$ cat src/sv/utf8cs_pkg.sv
// Shared types, constants and control store for the UTF-8 cell splitter.
`timescale 1ns / 1ps
package utf8cs_pkg;

	localparam logic [7:0] LEAD2_LO  = 8'hC2;
	localparam logic [7:0] LEAD2_HI  = 8'hDF;
	localparam logic [7:0] LEAD3_LO  = 8'hE0;
	localparam logic [7:0] LEAD3_HI  = 8'hEF;
	localparam logic [7:0] LEAD4_LO  = 8'hF0;
	localparam logic [7:0] LEAD4_HI  = 8'hF4;
	localparam logic [7:0] CONT_MASK = 8'hC0;
	localparam logic [7:0] CONT_TAG  = 8'h80;
	localparam logic [7:0] LEAD_SURR = 8'hED;
	localparam logic [7:0] MIN3_2ND  = 8'hA0;
	localparam logic [7:0] MAX_SURR  = 8'h9F;
	localparam logic [7:0] MIN4_2ND  = 8'h90;
	localparam logic [7:0] MAX4_2ND  = 8'h8F;

	typedef logic step_t;
	localparam step_t STEP_TAKE  = 1'b0;
	localparam step_t STEP_PARSE = 1'b1;

	typedef enum logic {
		COND_IN_XFER,
		COND_OP_DONE
	} cond_t;

	typedef struct packed {
		logic  take;
		logic  parse;
		cond_t cond;
		step_t on_true;
		step_t on_false;
	} uword_t;

	typedef struct packed {
		logic [31:0] bytes;
		logic [2:0]  size;
		logic [20:0] cp;
		logic        seq;
	} cell_t;

	typedef struct packed {
		logic take;
		logic commit;
	} dp_cmd_t;

	typedef struct packed {
		logic  emits;
		logic  done_after;
		cell_t res;
	} dp_stat_t;

	function automatic uword_t ucode_rom(step_t s);
		uword_t w;
		case (s)
			STEP_TAKE: w = '{take: 1'b1, parse: 1'b0, cond: COND_IN_XFER,
				on_true: STEP_PARSE, on_false: STEP_TAKE};
			STEP_PARSE: w = '{take: 1'b0, parse: 1'b1, cond: COND_OP_DONE,
				on_true: STEP_TAKE, on_false: STEP_PARSE};
			default: w = '{take: 1'b1, parse: 1'b0, cond: COND_IN_XFER,
				on_true: STEP_PARSE, on_false: STEP_TAKE};
		endcase
		return w;
	endfunction

	function automatic logic [2:0] lead_len(logic [7:0] b);
		logic [2:0] n;
		if (b >= LEAD2_LO && b <= LEAD2_HI)
			n = 3'd2;
		else if (b >= LEAD3_LO && b <= LEAD3_HI)
			n = 3'd3;
		else if (b >= LEAD4_LO && b <= LEAD4_HI)
			n = 3'd4;
		else
			n = 3'd0;
		return n;
	endfunction

endpackage

$ cat src/sv/utf8cs_datapath.sv
// Byte window, sequence parser and cell builder driven by the control store.
`timescale 1ns / 1ps
module utf8cs_datapath (
	input  logic                clk,
	input  logic                arst_n,
	input  utf8cs_pkg::dp_cmd_t cmd,
	input  logic [7:0]          in_byte,
	input  logic                end_of_string,
	input  logic                lenient,
	output utf8cs_pkg::dp_stat_t stat
);
	import utf8cs_pkg::*;

	// window: first cnt bytes are the open sequence, the rest are unparsed
	logic [7:0] w_q [4];
	logic [2:0] len_q, cnt_q, exp_q;
	logic       bad_q, eos_q;

	logic [7:0] b;
	logic       have, flush, bad_n, ok;
	logic [2:0] lead, cnt_inc, shift;
	logic [2:0] len_n, cnt_n, exp_n;
	logic       bad_nx;
	logic [7:0] w_sh [4];
	logic [2:0] idx [4];
	logic [20:0] cp_seq;
	logic [31:0] bytes_seq;
	cell_t      res_d;
	logic       emits;

	always_comb begin
		b       = w_q[cnt_q[1:0]];
		have    = cnt_q < len_q;
		flush   = !have && eos_q && (cnt_q != 3'd0);
		lead    = lead_len(b);
		cnt_inc = cnt_q + 3'd1;
		bad_n   = bad_q | ((b & CONT_MASK) != CONT_TAG);

		ok = !bad_n;
		if (exp_q == 3'd3) begin
			if (w_q[0] == LEAD3_LO && w_q[1] < MIN3_2ND)
				ok = 1'b0;
			if (w_q[0] == LEAD_SURR && w_q[1] > MAX_SURR)
				ok = 1'b0;
		end else if (exp_q == 3'd4) begin
			if (w_q[0] == LEAD4_LO && w_q[1] < MIN4_2ND)
				ok = 1'b0;
			if (w_q[0] == LEAD4_HI && w_q[1] > MAX4_2ND)
				ok = 1'b0;
		end

		case (cnt_inc)
			3'd2: begin
				cp_seq    = {10'd0, w_q[0][4:0], w_q[1][5:0]};
				bytes_seq = {16'd0, w_q[1], w_q[0]};
			end
			3'd3: begin
				cp_seq    = {5'd0, w_q[0][3:0], w_q[1][5:0], w_q[2][5:0]};
				bytes_seq = {8'd0, w_q[2], w_q[1], w_q[0]};
			end
			default: begin
				cp_seq    = {w_q[0][2:0], w_q[1][5:0], w_q[2][5:0], w_q[3][5:0]};
				bytes_seq = {w_q[3], w_q[2], w_q[1], w_q[0]};
			end
		endcase

		emits  = 1'b0;
		res_d  = '{bytes: {24'd0, w_q[0]}, size: 3'd1, cp: {13'd0, w_q[0]}, seq: 1'b0};
		shift  = 3'd0;
		cnt_n  = cnt_q;
		exp_n  = exp_q;
		bad_nx = bad_q;

		if (have && cnt_q == 3'd0) begin
			if (lead == 3'd0) begin
				emits = 1'b1;
				shift = 3'd1;
			end else begin
				cnt_n  = 3'd1;
				exp_n  = lead;
				bad_nx = 1'b0;
			end
		end else if (have) begin
			if (cnt_inc >= exp_q) begin
				emits  = 1'b1;
				cnt_n  = 3'd0;
				bad_nx = 1'b0;
				if (lenient || ok) begin
					res_d = '{bytes: bytes_seq, size: cnt_inc, cp: cp_seq, seq: 1'b1};
					shift = cnt_inc;
				end else begin
					shift = 3'd1;
				end
			end else begin
				cnt_n  = cnt_inc;
				bad_nx = bad_n;
			end
		end else if (flush) begin
			emits  = 1'b1;
			shift  = 3'd1;
			cnt_n  = 3'd0;
			bad_nx = 1'b0;
		end

		len_n = len_q - shift;
		for (int i = 0; i < 4; i++) begin
			idx[i]  = 3'(i) + shift;
			w_sh[i] = (idx[i] < 3'd4) ? w_q[idx[i][1:0]] : 8'd0;
		end

		stat.emits      = emits;
		stat.done_after = !((cnt_n < len_n) || (eos_q && cnt_n != 3'd0));
		stat.res        = res_d;
	end

	always_ff @(posedge clk or negedge arst_n) begin
		if (!arst_n) begin
			len_q <= 3'd0;
			cnt_q <= 3'd0;
			exp_q <= 3'd0;
			bad_q <= 1'b0;
			eos_q <= 1'b0;
		end else if (cmd.take) begin
			len_q <= len_q + 3'd1;
			eos_q <= end_of_string;
		end else if (cmd.commit) begin
			len_q <= len_n;
			cnt_q <= cnt_n;
			exp_q <= exp_n;
			bad_q <= bad_nx;
		end
	end

	always_ff @(posedge clk) begin
		if (cmd.take)
			w_q[len_q[1:0]] <= in_byte;
		else if (cmd.commit)
			w_q <= w_sh;
	end

endmodule

$ cat src/sv/utf8_stream_cell_splitter_unit.sv
// Top level: control-store sequencer, result hold stage and output register.
`timescale 1ns / 1ps
// Splits a UTF-8 byte stream into character cells. Each input byte is first
// accepted in the take step and then goes through parse steps. A rejected
// sequence emits its lead byte and sends the other buffered bytes through the
// parser again, one step each, and those can be rejected in turn; an
// end_of_string byte flushes whatever is still open the same way. A byte needs
// at most seven parse steps without end_of_string and at most ten with it,
// plus any cycles the output stalls.
// The cells from one byte leave in order; the last one carries last_of_run.
// The lenient_mode write channel is always ready and is meant to be written
// while no byte is in flight.
module utf8_stream_cell_splitter_unit (
	input  logic        clk,
	input  logic        arst_n,
	input  logic        in_valid,
	output logic        in_stall,
	input  logic [7:0]  in_byte,
	input  logic        end_of_string,
	input  logic        cfg_valid,
	output logic        cfg_ready,
	input  logic        lenient_mode,
	output logic        cell_valid,
	input  logic        cell_stall,
	output logic [31:0] cell_bytes,
	output logic [2:0]  cell_size,
	output logic [20:0] code_point,
	output logic        is_sequence,
	output logic        last_of_run
);
	import utf8cs_pkg::*;

	step_t    step_q, step_d;
	uword_t   uw;
	dp_cmd_t  cmd;
	dp_stat_t st;
	logic     lenient_q;
	logic     in_xfer, out_free, emit_go, hold_move, cond;
	logic     hold_v_q, hold_last_q, out_v_q, out_last_q;
	cell_t    hold_cell_q, out_cell_q;

	assign uw        = ucode_rom(step_q);
	assign in_stall  = !uw.take;
	assign in_xfer   = in_valid && uw.take;
	assign cfg_ready = 1'b1;

	assign out_free   = !out_v_q || !cell_stall;
	assign cmd.take   = in_xfer;
	assign cmd.commit = uw.parse && (!st.emits || !hold_v_q || out_free);
	assign emit_go    = cmd.commit && st.emits;
	assign hold_move  = hold_v_q && out_free && (hold_last_q || emit_go);

	always_comb begin
		case (uw.cond)
			COND_IN_XFER: cond = in_xfer;
			COND_OP_DONE: cond = cmd.commit && st.done_after;
			default:      cond = 1'b0;
		endcase
		step_d = cond ? uw.on_true : uw.on_false;
	end

	utf8cs_datapath u_dp (
		.clk           (clk),
		.arst_n        (arst_n),
		.cmd           (cmd),
		.in_byte       (in_byte),
		.end_of_string (end_of_string),
		.lenient       (lenient_q),
		.stat          (st)
	);

	always_ff @(posedge clk or negedge arst_n) begin
		if (!arst_n) begin
			step_q      <= STEP_TAKE;
			lenient_q   <= 1'b0;
			hold_v_q    <= 1'b0;
			hold_last_q <= 1'b0;
			out_v_q     <= 1'b0;
		end else begin
			step_q <= step_d;
			if (cfg_valid && cfg_ready)
				lenient_q <= lenient_mode;
			if (emit_go) begin
				hold_v_q    <= 1'b1;
				hold_last_q <= st.done_after;
			end else if (hold_move) begin
				hold_v_q <= 1'b0;
			end else if (cmd.commit && st.done_after) begin
				hold_last_q <= 1'b1;
			end
			if (hold_move)
				out_v_q <= 1'b1;
			else if (!cell_stall)
				out_v_q <= 1'b0;
		end
	end

	always_ff @(posedge clk) begin
		if (emit_go)
			hold_cell_q <= st.res;
		if (hold_move) begin
			out_cell_q <= hold_cell_q;
			out_last_q <= hold_last_q;
		end
	end

	assign cell_valid  = out_v_q;
	assign cell_bytes  = out_cell_q.bytes;
	assign cell_size   = out_cell_q.size;
	assign code_point  = out_cell_q.cp;
	assign is_sequence = out_cell_q.seq;
	assign last_of_run = out_last_q;

endmodule
$ cat config.mk
export PLATFORM = sky130hd
export DESIGN_NAME = utf8_stream_cell_splitter_unit
export DESIGN_NICKNAME = d
export VERILOG_FILES = /design/src/sv/utf8cs_pkg.sv /design/src/sv/utf8cs_datapath.sv /design/src/sv/utf8_stream_cell_splitter_unit.sv
export SDC_FILE = /design/constraint.sdc
export NUM_CORES = 1
export LEC_CHECK = 0
export BUFFER_PORTS_ARGS = -buffer_cell sky130_fd_sc_hd__clkbuf_2
export CAP_MARGIN = 20
export CORE_MARGIN = 1.5
export CORE_UTILIZATION = 60
export CTS_BUF_LIST = sky130_fd_sc_hd__clkbuf_4 sky130_fd_sc_hd__clkbuf_8
export CTS_CLUSTER_DIAMETER = 80
export DETAILED_ROUTE_END_ITERATION = 16
export HOLD_SLACK_MARGIN = 0.12
export PLACE_DENSITY = 0.92
export SYNTH_ARGS = -nofsm -noshare
export SYNTH_HDL_FRONTEND = slang
export SYNTH_HIERARCHICAL = 1
export SYNTH_SLANG_ARGS = --single-unit
$ cat constraint.sdc
create_clock -name clk -period 4.72 [get_ports clk]
set_input_delay 0.236 -clock clk [delete_from_list [all_inputs] [get_ports clk]]
set_output_delay 0.236 -clock clk [all_outputs]
set_load 0.02 [all_outputs]
* After elaboration in Yosys (flattened, before gate mapping)
Index checks and enable logic that the tools add are counted.
Widths: inputs -> output; s select.
** Operators by class
- Shift-type cells :: 0
- Bitwise operators :: 14
- $mul :: 0
- Order comparisons :: 24
- Reductions and logical operators :: 46
- Equal/unequal tests :: 12
- Muxes and demuxes :: 72
- Divide/modulo/power cells :: 0
- Add/sub/neg operators :: 6
** Operator list (number)
- $mux 33 :: 4
- $mux 8 :: 15
- $bmux 8 s2 :: 5
- $mux 32 :: 2
- $pmux 32 s2 :: 1
- $mux 3 :: 14
- $pmux 21 s2 :: 1
- $bwmux 32 :: 1
- $eq 8x8->1 const B :: 4
- $mux 1 :: 26
- $ge 8x8->1 const B :: 3
- $le 8x8->1 const B :: 3
- $ge 3x3->1 const B :: 6
- $logic_and 1x1->1 :: 18
- $not 2->3 :: 6
- $demux 8 s2 :: 1
- $gt 8x8->1 const B :: 2
- $lt 8x8->1 const B :: 2
- $lt 3x3->1 const B :: 4
- $pmux 5 s2 :: 1
- $eq 3x2->1 const B :: 3
- $reduce_bool 3->1 :: 3
- $logic_not 1->1 :: 8
- $reduce_and 4->1 :: 2
- 19 further kinds :: 39
** Word-level totals
- RAM bits :: 0
- Word-level logic and storage cells :: 199
- Latch bits :: 0
- Bits in read-only memories :: 0
- Bits in registers :: 163
- Memories :: 0
- Bits of input ports :: 15
- Output and inout bits :: 61

* Depth between registers and ports, before layout
Gate-level depths: netlist of run 1.
- Depth after elaboration :: 24
- Gate-level depth with buffers :: 22
- Depth with buffers taken out :: 21

* Hierarchy
Netlist of run 1, hierarchy kept.
** Modules (own cells, without submodules)
- utf8cs_datapath :: cells an instance 418, sequential area each 1236.2 sq um, area an instance 3932.5 sq um, times used 1
- utf8_stream_cell_splitter_unit :: cells an instance 141, sequential area each 3578.4 sq um, area an instance 3719.8 sq um, times used 1

* Worst setup path after synthesis of run 1
OpenSTA, ideal clock, no wires.
- Path type :: flip-flop to flip-flop
- Start point :: register u_dp.cnt_q[0]
- End point :: register hold_last_q
- Stages on the path, launching flop included :: 23
- Library setup time :: 0.123 ns
- Data arrival time :: 4.233 ns
- Path slack :: 0.365 ns
- Buffers on the path :: 1
- Required time :: 4.597 ns
- Cells stage by stage :: dfrtp_1 -> ha_1 -> xnor2_1 -> inv_1 -> ha_1 -> a21o_1 -> a31oi_1 -> and2b_1 -> o2111ai_4 -> clkinv_1 -> clkbuf_1 -> nand2_1 -> inv_1 -> fa_1 -> xnor2_1 -> xnor2_1 -> ha_1 -> o21ai_0 -> a21oi_1 -> o21a_1 -> nand2b_1 -> mux2i_1 -> a21oi_1
** RTL lines
- from (decl) :: line utf8cs_datapath.sv:16 : logic [2:0] len_q, cnt_q, exp_q;
- from (signal assigned) :: line utf8cs_datapath.sv:128 : cnt_q <= cnt_n;
- to (signal assigned) :: line utf8_stream_cell_splitter_unit.sv:85 : hold_last_q <= st.done_after;
- to (decl) :: line utf8_stream_cell_splitter_unit.sv:39 : logic hold_v_q, hold_last_q, out_v_q, out_last_q;

==> results of run 1 <==
## layout by cell type (no fill, tap or decap), types with 7 or more instances in the layout
cell type	n
sky130_fd_sc_hd__a21oi_1	11
sky130_fd_sc_hd__a22oi_1	11
sky130_fd_sc_hd__a31o_1	8
sky130_fd_sc_hd__and2_1	20
sky130_fd_sc_hd__and3_1	14
sky130_fd_sc_hd__buf_4	11
sky130_fd_sc_hd__clkbuf_2	74
sky130_fd_sc_hd__clkbuf_8	17
sky130_fd_sc_hd__dfrtp_1	16
sky130_fd_sc_hd__dlygate4sd3_1	9
sky130_fd_sc_hd__edfxtp_1	147
sky130_fd_sc_hd__ha_1	18
sky130_fd_sc_hd__inv_1	15
sky130_fd_sc_hd__mux2i_1	35
sky130_fd_sc_hd__nand2_1	39
sky130_fd_sc_hd__nand2b_1	7
sky130_fd_sc_hd__nand3_1	17
sky130_fd_sc_hd__nor2_1	26
sky130_fd_sc_hd__o21ai_0	8
sky130_fd_sc_hd__o221ai_1	25
sky130_fd_sc_hd__o22ai_1	9
## worst paths after layout
path	end	slack, ns	depth (start not counted)
setup / recovery	hold_last_q$_DFFE_PN0P_	0.42	21
hold / removal	u_dp/w_q[6]$_DFFE_PP_	0.14	3
setup reg to reg	hold_last_q$_DFFE_PN0P_	0.42	21
hold reg to reg	code_point[19]$_DFFE_PP_	0.42	0
max in group asynchronous	u_dp/cnt_q[1]$_DFFE_PN0P_	4.19	2
min in group asynchronous	u_dp/exp_q[0]$_DFFE_PN0P_	0.23	2
## sequential cells by signal, summed over array words and instances, names as in the netlist, 3 cells and up
name         cells
u_dp/w_q        32
u_dp/cnt_q       3
code_point      21
u_dp/len_q       3
hold_cell_q     57
cell_size        3
u_dp/exp_q       3
cell_bytes      32
## synthesized netlist by cell type, types with 3 or more instances
master                     count
sky130_fd_sc_hd__mux2i_1      35
sky130_fd_sc_hd__a31oi_1       6
sky130_fd_sc_hd__nand2b_1      7
sky130_fd_sc_hd__and2_1       20
sky130_fd_sc_hd__nand2_1      39
sky130_fd_sc_hd__a221oi_1      5
sky130_fd_sc_hd__dfrtp_1      16
sky130_fd_sc_hd__a21oi_2       4
sky130_fd_sc_hd__clkbuf_1     17
sky130_fd_sc_hd__o21bai_1      5
sky130_fd_sc_hd__buf_1         6
sky130_fd_sc_hd__or3_1         4
sky130_fd_sc_hd__nand3_1      17
sky130_fd_sc_hd__inv_1        15
sky130_fd_sc_hd__ha_1         18
sky130_fd_sc_hd__a21oi_1      11
sky130_fd_sc_hd__buf_2         4
sky130_fd_sc_hd__a22oi_1      11
sky130_fd_sc_hd__buf_6         3
sky130_fd_sc_hd__mux2_2        6
sky130_fd_sc_hd__xnor2_1       5
sky130_fd_sc_hd__buf_4        11
sky130_fd_sc_hd__o22ai_1       9
sky130_fd_sc_hd__nor2_1       27
sky130_fd_sc_hd__edfxtp_1    147
sky130_fd_sc_hd__a21o_1        3
sky130_fd_sc_hd__mux4_2        5
sky130_fd_sc_hd__a31o_1        8
sky130_fd_sc_hd__nand4_1       3
sky130_fd_sc_hd__nor3_1        4
sky130_fd_sc_hd__and3_1       14
sky130_fd_sc_hd__o221ai_1     25
sky130_fd_sc_hd__o21ai_0       8
## metal layers
layer  global-route usage  vias up  wire, um
met3               0.0560       51      1220
met2                0.434      275      8120
met5                    0        -         0
met1                0.319     2418      6500
li1                     -     2291         -
met4                0.120        0       529
## kinds of logic after synthesis
| group | count (synthesis) |
|---|---|
| muxes | 48 |
| xor gates and xnor gates | 7 |
| other | 1 |
| DFF | 163 |
| adders and majority gates | 19 |
| buffers and inverters | 58 |
| and+or+nand+nor | 153 |
| AOI/OAI and AO/OA | 110 |
## worst max-delay path: stages (launching register included)
cell	delay, ns
sky130_fd_sc_hd__dfrtp_1	0.45
sky130_fd_sc_hd__ha_1	0.26
sky130_fd_sc_hd__xnor2_1	0.24
sky130_fd_sc_hd__inv_1	0.13
sky130_fd_sc_hd__ha_1	0.31
sky130_fd_sc_hd__a21o_1	0.16
sky130_fd_sc_hd__a31oi_1	0.21
sky130_fd_sc_hd__and2b_1	0.25
sky130_fd_sc_hd__o2111ai_4	0.10
sky130_fd_sc_hd__clkinv_1	0.11
sky130_fd_sc_hd__nand2_1	0.10
sky130_fd_sc_hd__inv_1	0.09
sky130_fd_sc_hd__fa_1	0.43
sky130_fd_sc_hd__xnor2_1	0.26
sky130_fd_sc_hd__xnor2_1	0.15
sky130_fd_sc_hd__ha_1	0.24
sky130_fd_sc_hd__o21ai_0	0.07
sky130_fd_sc_hd__a21oi_1	0.05
sky130_fd_sc_hd__o21a_1	0.20
sky130_fd_sc_hd__nand2b_1	0.15
sky130_fd_sc_hd__mux2i_1	0.13
sky130_fd_sc_hd__a21oi_1	0.08
## metrics by stage
stage / setup slack, ns / hold slack [ns] / std cells / instance area, sq um
finish: 0.416 / 0.142 / 814 / 8600
floorplan: 0.365 / -0.0596 / 559 / 7650
CTS: 0.406 / 0.120 / 814 / 8590
global route: 0.138 / 0.128 / 814 / 8600
detailed placement: 0.419 / 0.190 / 775 / 8120
global placement: 0.581 / 0.183 / 775 / 8120
## cell type report
type                       count  area (sq um)  area share
sequential                   163          4810       0.560
inverter                      16          60.1     0.00699
multi-input combinational    338          2560       0.297
clock buffer                  17           234      0.0272
tap                          172           215      0.0250
clock inverter                13           153      0.0178
timing repair buffer          95           563      0.0655
==> impl_metrics.prom, run 1 <==
# TYPE chip_impl_metric gauge
chip_impl_metric{name="number_of_nets_produced_by_synthesis",unit=""} 593
chip_impl_metric{name="cts.sinks",unit=""} 163
chip_impl_metric{name="seq_area_frac_synth",unit=""} 0.629
chip_impl_metric{name="synthesis.area",unit="sq um"} 7650
chip_impl_metric{name="timing.final.hold_violations",unit=""} 0
chip_impl_metric{name="final_util",unit=""} 0.687
chip_impl_metric{name="wl_per_cell",unit="um"} 20.1
chip_impl_metric{name="portBuffers",unit=""} 74
chip_impl_metric{name="ys_seq_elements",unit=""} 163
chip_impl_metric{name="post_synth.cell_area_avg",unit="sq um"} 13.7
chip_impl_metric{name="drt-total-wl",unit="um"} 16400
chip_impl_metric{name="relative_slew_margins",unit=""} 0.427
chip_impl_metric{name="grt_start_max_net_pins",unit=""} 58
chip_impl_info{name="ys.flop_type",value="sky130_fd_sc_hd__edfxtp_1"} 1
chip_impl_info{name="cp-startpoint",value="u_dp/cnt_q[0]$_DFFE_PN0P_"} 1
chip_impl_metric{name="critPathRequiredTime",unit="ns"} 5.07
chip_impl_metric{name="grt_pass1_vias",unit=""} 4757
chip_impl_metric{name="grt_remaining_overflow",unit=""} 0
chip_impl_info{name="worstReg2RegStart",value="u_dp/cnt_q[0]$_DFFE_PN0P_"} 1
chip_impl_metric{name="grt_antenna_before_repair",unit=""} 0
chip_impl_metric{name="timing.final.crit_share",unit=""} 0.912
chip_impl_metric{name="die_height",unit="um"} 116
chip_impl_info{name="worst_hold_startpoint",value="in_byte[6]"} 1
chip_impl_metric{name="synthToLayoutAreaGrowth",unit="%"} 12.3
chip_impl_metric{name="drc_errors",unit=""} 0
chip_impl_metric{name="global_route_wire_length_before_repair",unit="um"} 25300
chip_impl_metric{name="drive_above_1_share",unit=""} 0.224
chip_impl_metric{name="final_max_slew_viol_count",unit=""} 0
chip_impl_info{name="status",value="completed"} 1
chip_impl_metric{name="final_nets",unit=""} 665
chip_impl_metric{name="starting_density_of_the_core",unit=""} 0.611
chip_impl_metric{name="clock_skew",unit="ns"} 0.0146
chip_impl_metric{name="detail_route.vias_per_cell",unit=""} 6.19
chip_impl_metric{name="mux_share_of_post_synthesis_cell_area",unit=""} 0.0762
chip_impl_info{name="cts_tree",value="yes"} 1
chip_impl_metric{name="tightestPinTransition",unit="ns"} 0.849
chip_impl_metric{name="setup_viol_count_final",unit=""} 0
chip_impl_metric{name="dr_total_vias",unit=""} 5035
chip_impl_metric{name="die_width",unit="um"} 116
chip_impl_info{name="setup.worst_path.end_class",value="register"} 1
chip_impl_metric{name="place_congestion",unit=""} 0.902
chip_impl_metric{name="synth_largest_type_area_fraction",unit=""} 0.577
chip_impl_metric{name="synth-xor-area-share",unit=""} 0.00801
chip_impl_metric{name="worst_skew_pair.late_latency",unit="ns"} 0.46
chip_impl_metric{name="cts_post_setup_buffers_inserted",unit=""} 0
chip_impl_metric{name="ctsLongestPathBuffers",unit=""} 2
chip_impl_metric{name="crit_path_dat",unit="ns"} 4.65
chip_impl_metric{name="fp.dieArea",unit="sq um"} 13400
chip_impl_metric{name="clkTransAtPathRegs",unit="ns"} 0.09
chip_impl_metric{name="io-pin-count",unit=""} 76
chip_impl_metric{name="max_freq",unit="GHz"} 0.232
chip_impl_metric{name="clock_tree.htree_level_count",unit=""} 4
chip_impl_metric{name="post_synth_num_cell_types",unit=""} 65
chip_impl_info{name="clockRootBuffer",value="sky130_fd_sc_hd__clkbuf_8"} 1
chip_impl_metric{name="cts.hold.buffers_added",unit=""} 9
chip_impl_metric{name="fill_cells",unit=""} 903
chip_impl_metric{name="insertedDiodeCount",unit=""} 0
chip_impl_metric{name="drt_iter0_drc",unit=""} 555
chip_impl_metric{name="synth-adder-area-share",unit=""} 0.0320
chip_impl_metric{name="reported_max_cap_violation_count",unit=""} 0
chip_impl_metric{name="drt.antenna.violating_nets",unit=""} 0
chip_impl_metric{name="synth_edf_count",unit=""} 147
chip_impl_metric{name="post_synth_and_or_nand_nor_area_fraction",unit=""} 0.104
chip_impl_metric{name="async_reset_ff_frac",unit=""} 0.0982
chip_impl_info{name="synth_top_family_by_area",value="compound AO/OA/AOI/OAI gates"} 1
chip_impl_metric{name="core.rowCount",unit=""} 41
chip_impl_metric{name="placeableCoreArea",unit="sq um"} 12500
chip_impl_metric{name="detailedPlacementHpwl",unit="um"} 11500
chip_impl_metric{name="detail_route.first_pass.iterations",unit=""} 5
chip_impl_metric{name="fin_setup_tns",unit="ns"} 0
chip_impl_metric{name="overall_global_routing_resource_usage",unit=""} 0.257
chip_impl_info{name="hp-class",value="in -> reg"} 1
chip_impl_metric{name="cts.repair.resized",unit=""} 0
chip_impl_metric{name="synthCells",unit=""} 559
chip_impl_info{name="grt_setup_unrepaired",value="false"} 1
chip_impl_info{name="crit_type",value="reg -> reg"} 1
chip_impl_info{name="post_synth_main_area_contributors",value="sky130_fd_sc_hd__edfxtp_1 (58%), sky130_fd_sc_hd__dfrtp_1 (5.2%), sky130_fd_sc_hd__mux2i_1 (4.6%), sky130_fd_sc_hd__ha_1 (2.9%), sky130_fd_sc_hd__o221ai_1 (2.9%)"} 1
chip_impl_info{name="worstSetupStartpointType",value="register"} 1
chip_impl_metric{name="path_max_fanout",unit=""} 6
chip_impl_info{name="synth_top_area_cell",value="sky130_fd_sc_hd__edfxtp_1"} 1
chip_impl_metric{name="post_synthesis_compound_gate_area_fraction",unit=""} 0.111
chip_impl_metric{name="cts_buffers",unit=""} 17
chip_impl_metric{name="final.min_clock_period",unit="ns"} 4.30
chip_impl_metric{name="synth.yosys.warnings",unit=""} 6
Power of run 1 is not shown: default switching activity piles up to over one toggle a cycle in this logic, so the estimate is an artifact.
==> run 2: changes to the inputs <==
--- a/config.mk
+++ b/config.mk
@@ -8,12 +8,12 @@
 export BUFFER_PORTS_ARGS = -buffer_cell sky130_fd_sc_hd__clkbuf_2
 export CAP_MARGIN = 20
 export CORE_MARGIN = 1.5
-export CORE_UTILIZATION = 60
+export CORE_UTILIZATION = 35
 export CTS_BUF_LIST = sky130_fd_sc_hd__clkbuf_4 sky130_fd_sc_hd__clkbuf_8
 export CTS_CLUSTER_DIAMETER = 80
 export DETAILED_ROUTE_END_ITERATION = 16
 export HOLD_SLACK_MARGIN = 0.12
-export PLACE_DENSITY = 0.92
+export PLACE_DENSITY = 0.63
 export SYNTH_ARGS = -nofsm -noshare
 export SYNTH_HDL_FRONTEND = slang
 export SYNTH_HIERARCHICAL = 1
==> constraint.sdc (replaced) <==
create_clock -name clk -period 4.57 [get_ports clk]
set_input_delay 0.2285 -clock clk [delete_from_list [all_inputs] [get_ports clk]]
set_output_delay 0.2285 -clock clk [all_outputs]
set_load 0.02 [all_outputs]
==> run 2 against run 1 <==
  * Sequential cell count did not move
  * Count of clock-buffer cells in the layout did not move
  * Routed wire length grew 12%
  * Maximum frequency grew 2.1%
  * Critical path type unchanged
==> impl_metrics.prom, run 2 (synthesis gave the netlist of run 1 again) <==
# TYPE chip_impl_metric gauge
chip_impl_metric{name="cts_post_setup_buffers_inserted",unit=""} 0
chip_impl_metric{name="drt-total-wl",unit="um"} 18300
chip_impl_info{name="crit_type",value="reg -> reg"} 1
chip_impl_metric{name="grt_start_max_net_pins",unit=""} 59
chip_impl_metric{name="fin_setup_tns",unit="ns"} 0
chip_impl_metric{name="detail_route.vias_per_cell",unit=""} 5.40
chip_impl_metric{name="fill_cells",unit=""} 2005
chip_impl_metric{name="grt_antenna_before_repair",unit=""} 0
chip_impl_metric{name="drt_iter0_drc",unit=""} 451
chip_impl_metric{name="grt_pass1_vias",unit=""} 4859
chip_impl_metric{name="drt.antenna.violating_nets",unit=""} 0
chip_impl_metric{name="cts.sinks",unit=""} 163
chip_impl_info{name="setup.worst_path.end_class",value="register"} 1
chip_impl_metric{name="final_nets",unit=""} 672
chip_impl_metric{name="cts_buffers",unit=""} 17
chip_impl_metric{name="final_max_slew_viol_count",unit=""} 0
chip_impl_metric{name="place_congestion",unit=""} 0.849
chip_impl_metric{name="tightestPinTransition",unit="ns"} 0.747
chip_impl_metric{name="grt_remaining_overflow",unit=""} 0
chip_impl_metric{name="path_max_fanout",unit=""} 15
chip_impl_metric{name="clkTransAtPathRegs",unit="ns"} 0.10
chip_impl_metric{name="clock_tree.htree_level_count",unit=""} 4
chip_impl_metric{name="drc_errors",unit=""} 0
chip_impl_info{name="hp-class",value="in -> reg"} 1
chip_impl_metric{name="drive_above_1_share",unit=""} 0.233
chip_impl_metric{name="global_route_wire_length_before_repair",unit="um"} 27900
chip_impl_metric{name="insertedDiodeCount",unit=""} 0
chip_impl_metric{name="reported_max_cap_violation_count",unit=""} 0
chip_impl_info{name="worstSetupStartpointType",value="register"} 1
chip_impl_metric{name="final.min_clock_period",unit="ns"} 4.22
chip_impl_metric{name="detail_route.first_pass.iterations",unit=""} 6
chip_impl_metric{name="timing.final.hold_violations",unit=""} 0
chip_impl_metric{name="critPathRequiredTime",unit="ns"} 4.92
chip_impl_metric{name="wl_per_cell",unit="um"} 19.7
chip_impl_metric{name="core.rowCount",unit=""} 53
chip_impl_metric{name="die_width",unit="um"} 151
chip_impl_metric{name="timing.final.crit_share",unit=""} 0.922
chip_impl_metric{name="worst_skew_pair.late_latency",unit="ns"} 0.46
chip_impl_info{name="final_cell_mix",value="sky130_fd_sc_hd__edfxtp_1 (147), sky130_fd_sc_hd__clkbuf_2 (74), sky130_fd_sc_hd__nand2_1 (39)"} 1
chip_impl_metric{name="io-pin-count",unit=""} 76
chip_impl_metric{name="synthToLayoutAreaGrowth",unit="%"} 15.5
chip_impl_metric{name="detailedPlacementHpwl",unit="um"} 12800
chip_impl_metric{name="dr_total_vias",unit=""} 5005
chip_impl_metric{name="clock_skew",unit="ns"} 0.0112
chip_impl_metric{name="max_freq",unit="GHz"} 0.237
chip_impl_metric{name="portBuffers",unit=""} 74
chip_impl_metric{name="setup_viol_count_final",unit=""} 0
chip_impl_metric{name="ctsLongestPathBuffers",unit=""} 2
chip_impl_info{name="clockRootBuffer",value="sky130_fd_sc_hd__clkbuf_8"} 1
chip_impl_metric{name="placeableCoreArea",unit="sq um"} 21200
chip_impl_info{name="status",value="completed"} 1
chip_impl_info{name="grt_setup_unrepaired",value="false"} 1
chip_impl_metric{name="fp.dieArea",unit="sq um"} 22800
chip_impl_metric{name="overall_global_routing_resource_usage",unit=""} 0.166
chip_impl_info{name="cts_tree",value="yes"} 1
chip_impl_metric{name="die_height",unit="um"} 151
chip_impl_metric{name="flip_flop_count_of_the_largest_register_after_layout",unit=""} 57
chip_impl_metric{name="crit_path_dat",unit="ns"} 4.56
chip_impl_info{name="mostFrequentLayoutCell",value="sky130_fd_sc_hd__edfxtp_1"} 1
chip_impl_metric{name="starting_density_of_the_core",unit=""} 0.361
chip_impl_metric{name="relative_slew_margins",unit=""} 0.502
chip_impl_info{name="regMostFlops",value="hold_cell_q"} 1
==> run 2: worst max-delay path, stage by stage, from the launching register on <==
cell and delay, ns:
sky130_fd_sc_hd__dfrtp_1 0.37, sky130_fd_sc_hd__buf_6 0.20, sky130_fd_sc_hd__inv_1 0.12, sky130_fd_sc_hd__ha_1 0.39, sky130_fd_sc_hd__ha_1 0.21, sky130_fd_sc_hd__a21o_1 0.17
sky130_fd_sc_hd__a31oi_1 0.20, sky130_fd_sc_hd__and2b_1 0.25, sky130_fd_sc_hd__o2111ai_4 0.09, sky130_fd_sc_hd__clkinv_1 0.11, sky130_fd_sc_hd__nand2_1 0.11, sky130_fd_sc_hd__inv_1 0.11
sky130_fd_sc_hd__fa_1 0.47, sky130_fd_sc_hd__xnor2_2 0.22, sky130_fd_sc_hd__xnor2_1 0.15, sky130_fd_sc_hd__ha_1 0.25, sky130_fd_sc_hd__o21ai_0 0.08, sky130_fd_sc_hd__a21oi_1 0.06
sky130_fd_sc_hd__o21a_1 0.20, sky130_fd_sc_hd__nand2b_1 0.14, sky130_fd_sc_hd__mux2i_1 0.12, sky130_fd_sc_hd__a21oi_1 0.08
==> run 2: metal layers <==
layer | global-route usage | routed length (um)
met1 | 0.206 | 7630
met2 | 0.282 | 8960
met3 | 0.0361 | 1270
met4 | 0.0641 | 402
met5 | 0 | 0
==> run 2: worst paths after layout <==
path                                             end  slack, ns  depth (start not counted)                 startpoint
max                          hold_last_q$_DFFE_PN0P_       0.35                         21  u_dp/cnt_q[0]$_DFFE_PN0P_
max in group asynchronous  u_dp/len_q[0]$_DFFE_PN0P_       4.02                          2                     arst_n
min                            u_dp/w_q[3]$_DFFE_PP_       0.16                          3                 in_byte[3]
max reg2reg                  hold_last_q$_DFFE_PN0P_       0.35                         21  u_dp/cnt_q[0]$_DFFE_PN0P_
min reg2reg                  cell_bytes[2]$_DFFE_PP_       0.42                          0  hold_cell_q[27]$_DFFE_PP_
min in group asynchronous       hold_v_q$_DFFE_PN0P_       0.24                          2                     arst_n
==> run 2: what timing repair did <==
action,4_1_cts,5_1_grt
hold endpoints to repair,26,0
setup endpoints to repair,0,1
hold buffers,11,0
gates resized for setup,0,3
==> run 2: final cells by class <==
type	instances	area (sq um)	area share
clock buffer	17	234	0.0265
tap	275	344	0.0389
clock inverter	15	188	0.0212
timing repair buffer	102	624	0.0707
inverter	16	60.1	0.00680
sequential	163	4810	0.545
multi-input combinational	338	2570	0.291
==> run 2: through the flow <==
stage          hold slack, ns   util  cell area [sq um]  worst slack [ns]  instances
2_1_floorplan         -0.0671      -               7650             0.215        559
3_3_place_gp            0.183  0.390               8280             0.448        883
3_5_place_dp            0.193  0.390               8280             0.294        883
4_1_cts                 0.122  0.415               8820             0.256        926
5_1_grt                 0.144  0.416               8830           0.00446        926
6_report                0.159  0.416               8830             0.355        926
Power of run 2 is left out for the same reason.
==> run 3: changes to the inputs <==
--- a/config.mk
+++ b/config.mk
@@ -12,8 +12,10 @@
 export CTS_BUF_LIST = sky130_fd_sc_hd__clkbuf_4 sky130_fd_sc_hd__clkbuf_8
 export CTS_CLUSTER_DIAMETER = 80
 export DETAILED_ROUTE_END_ITERATION = 16
+export GPL_TIMING_DRIVEN = 0
 export HOLD_SLACK_MARGIN = 0.12
 export PLACE_DENSITY = 0.63
+export RECOVER_POWER = 25
 export SYNTH_ARGS = -nofsm -noshare
 export SYNTH_HDL_FRONTEND = slang
 export SYNTH_HIERARCHICAL = 1
==> run 3 against run 2 <==
  * Global-route usage increased by 0.73 points
  * Register-to-register slack got worse by 0.06 ns
  * Utilization increased by 0.85 points
  * Final cell count increased by 3.5%
  * First-iteration DRC count down 6.7%
  * Hold slack worse by 0.022 ns
  * Count of clock-buffer cells in the layout rose by 1
  * Highest routed layer unchanged
==> impl_metrics.prom, run 3 (synthesis gave the netlist of run 1 again) <==
# TYPE chip_impl_metric gauge
chip_impl_metric{name="portBuffers",unit=""} 74
chip_impl_metric{name="tightestPinTransition",unit="ns"} 0.999
chip_impl_metric{name="worst_skew_pair.late_latency",unit="ns"} 0.47
chip_impl_metric{name="setup_viol_count_final",unit=""} 0
chip_impl_metric{name="core.rowCount",unit=""} 53
chip_impl_metric{name="io-pin-count",unit=""} 76
chip_impl_metric{name="drt_iter0_drc",unit=""} 421
chip_impl_metric{name="detail_route.first_pass.iterations",unit=""} 6
chip_impl_metric{name="detail_route.vias_per_cell",unit=""} 5.43
chip_impl_info{name="status",value="completed"} 1
chip_impl_metric{name="wl_per_cell",unit="um"} 19.8
chip_impl_metric{name="clock_tree.htree_level_count",unit=""} 4
chip_impl_info{name="cts_tree",value="yes"} 1
chip_impl_metric{name="die_height",unit="um"} 151
chip_impl_metric{name="flip_flop_count_of_the_largest_register_after_layout",unit=""} 57
chip_impl_metric{name="fin_setup_tns",unit="ns"} 0
chip_impl_metric{name="final_nets",unit=""} 704
chip_impl_metric{name="max_freq",unit="GHz"} 0.234
chip_impl_metric{name="starting_density_of_the_core",unit=""} 0.361
chip_impl_metric{name="fill_cells",unit=""} 1968
chip_impl_metric{name="relative_slew_margins",unit=""} 0.334
chip_impl_metric{name="timing.final.crit_share",unit=""} 0.934
chip_impl_metric{name="placeableCoreArea",unit="sq um"} 21200
chip_impl_metric{name="global_route_wire_length_before_repair",unit="um"} 29200
chip_impl_info{name="regMostFlops",value="hold_cell_q"} 1
chip_impl_metric{name="clkTransAtPathRegs",unit="ns"} 0.10
chip_impl_metric{name="ctsLongestPathBuffers",unit=""} 2
chip_impl_metric{name="placed_cell_area",unit="sq um"} 8410
chip_impl_metric{name="grt_pass1_vias",unit=""} 5039
chip_impl_metric{name="drt.antenna.violating_nets",unit=""} 0
chip_impl_info{name="crit_type",value="reg -> reg"} 1
chip_impl_metric{name="dr_total_vias",unit=""} 5199
chip_impl_info{name="clockRootBuffer",value="sky130_fd_sc_hd__clkbuf_8"} 1
chip_impl_metric{name="crit_path_dat",unit="ns"} 4.63
chip_impl_metric{name="cts.sinks",unit=""} 163
chip_impl_metric{name="drive_above_1_share",unit=""} 0.231
chip_impl_info{name="setup.worst_path.end_class",value="register"} 1
chip_impl_metric{name="dpl.cell_count",unit=""} 910
chip_impl_metric{name="drc_errors",unit=""} 0
chip_impl_metric{name="fp.dieArea",unit="sq um"} 22800
chip_impl_metric{name="reported_max_cap_violation_count",unit=""} 0
chip_impl_metric{name="critPathRequiredTime",unit="ns"} 4.93
chip_impl_metric{name="timing.final.ws_setup",unit="ns"} 0.299
chip_impl_metric{name="final_cells",unit=""} 958
chip_impl_metric{name="die_width",unit="um"} 151
chip_impl_metric{name="drt-total-wl",unit="um"} 19000
chip_impl_metric{name="grt_antenna_before_repair",unit=""} 0
chip_impl_metric{name="insertedDiodeCount",unit=""} 0
chip_impl_metric{name="timing.final.hold_violations",unit=""} 0
chip_impl_metric{name="final.min_clock_period",unit="ns"} 4.27
chip_impl_metric{name="grt_remaining_overflow",unit=""} 0
chip_impl_info{name="hp-class",value="in -> reg"} 1
chip_impl_metric{name="grt_start_max_net_pins",unit=""} 47
chip_impl_metric{name="area_occupied_by_multi_input_gates",unit="sq um"} 2610
chip_impl_metric{name="path_max_fanout",unit=""} 17
chip_impl_info{name="final_cell_mix",value="sky130_fd_sc_hd__edfxtp_1 (147), sky130_fd_sc_hd__clkbuf_2 (59), sky130_fd_sc_hd__nand2_1 (39)"} 1
chip_impl_metric{name="register_area",unit="sq um"} 4820
chip_impl_metric{name="cts_buffers",unit=""} 17
chip_impl_metric{name="overall_global_routing_resource_usage",unit=""} 0.173
chip_impl_metric{name="finish.instance_area",unit="sq um"} 9020
chip_impl_metric{name="place_ws",unit="ns"} -0.726
chip_impl_metric{name="final_max_slew_viol_count",unit=""} 0
chip_impl_metric{name="clock_skew",unit="ns"} 0.0152
chip_impl_metric{name="detailedPlacementHpwl",unit="um"} 13200
chip_impl_info{name="mostFrequentLayoutCell",value="sky130_fd_sc_hd__edfxtp_1"} 1
chip_impl_metric{name="place_congestion",unit=""} 0.885
chip_impl_metric{name="synthToLayoutAreaGrowth",unit="%"} 17.8
chip_impl_info{name="worstSetupStartpointType",value="register"} 1
run 3: path summary, 6_finish.rpt:
kind | start | to | slack, ns | depth (start not counted)
max in group asynchronous | arst_n | u_dp/cnt_q[1]$_DFFE_PN0P_ | 3.46 | 2
min in group asynchronous | arst_n | u_dp/len_q[1]$_DFFE_PN0P_ | 0.43 | 2
hold reg to reg | hold_cell_q[30]$_DFFE_PP_ | cell_bytes[5]$_DFFE_PP_ | 0.42 | 0
setup reg to reg | u_dp/w_q[25]$_DFFE_PP_ | hold_last_q$_DFFE_PN0P_ | 0.30 | 18
setup / recovery | u_dp/w_q[25]$_DFFE_PP_ | hold_last_q$_DFFE_PN0P_ | 0.30 | 18
hold / removal | in_byte[4] | u_dp/w_q[4]$_DFFE_PP_ | 0.14 | 3
run 3: final cells by class:
type | instances | share of cell area
Sequential cell | 163 | 0.534
Clock buffer | 18 | 0.0268
Timing Repair Buffer | 93 | 0.0601
Clock inverter | 14 | 0.0158
Tap cell | 275 | 0.0382
Inverter | 16 | 0.00763
Multi-Input combinational cell | 338 | 0.289
Buffer | 41 | 0.0283
run 3: per-layer routing:
metal | GRT usage | vias up | part of all wire
met5 | 0 | - | 0
met4 | 0.0587 | 0 | 0.019
met3 | 0.0422 | 29 | 0.070
met2 | 0.277 | 243 | 0.47
met1 | 0.231 | 2557 | 0.44
li1 | - | 2370 | -
run 3: critical path, stage by stage (launching register included):
cell and delay (ns):
sky130_fd_sc_hd__edfxtp_1 0.59, sky130_fd_sc_hd__mux4_1 0.59, sky130_fd_sc_hd__o21a_1 0.21, sky130_fd_sc_hd__o21ai_1 0.25, sky130_fd_sc_hd__a21oi_2 0.13, sky130_fd_sc_hd__a21oi_2 0.20, sky130_fd_sc_hd__buf_12 0.21, sky130_fd_sc_hd__inv_1 0.09
sky130_fd_sc_hd__ha_1 0.20, sky130_fd_sc_hd__fa_1 0.40, sky130_fd_sc_hd__xnor2_2 0.16, sky130_fd_sc_hd__xnor2_1 0.14, sky130_fd_sc_hd__ha_1 0.27, sky130_fd_sc_hd__o21ai_0 0.08, sky130_fd_sc_hd__a21oi_1 0.07, sky130_fd_sc_hd__o21a_1 0.20
sky130_fd_sc_hd__nand2b_1 0.14, sky130_fd_sc_hd__mux2i_1 0.13, sky130_fd_sc_hd__a21oi_1 0.08
run 3: what timing repair did:
| item | CTS | global route |
|---|---|---|
| setup buffers | 3 | 5 |
| hold buffers | 9 | 0 |
| cloned | 0 | 0 |
| pin swaps | 0 | 3 |
| resized for setup | 12 | 9 |
| setup endpoints to repair | 18 | 2 |
| endpoints found under the hold margin | 24 | 0 |
run 3: metrics by stage:
stage               utilization  hold slack, ns
finish                    0.425           0.137
global route              0.425           0.138
CTS                       0.422           0.121
detailed placement        0.397           0.202
global placement          0.394           0.193
floorplan                     -         -0.0671
Power of run 3 is left out for the same reason.
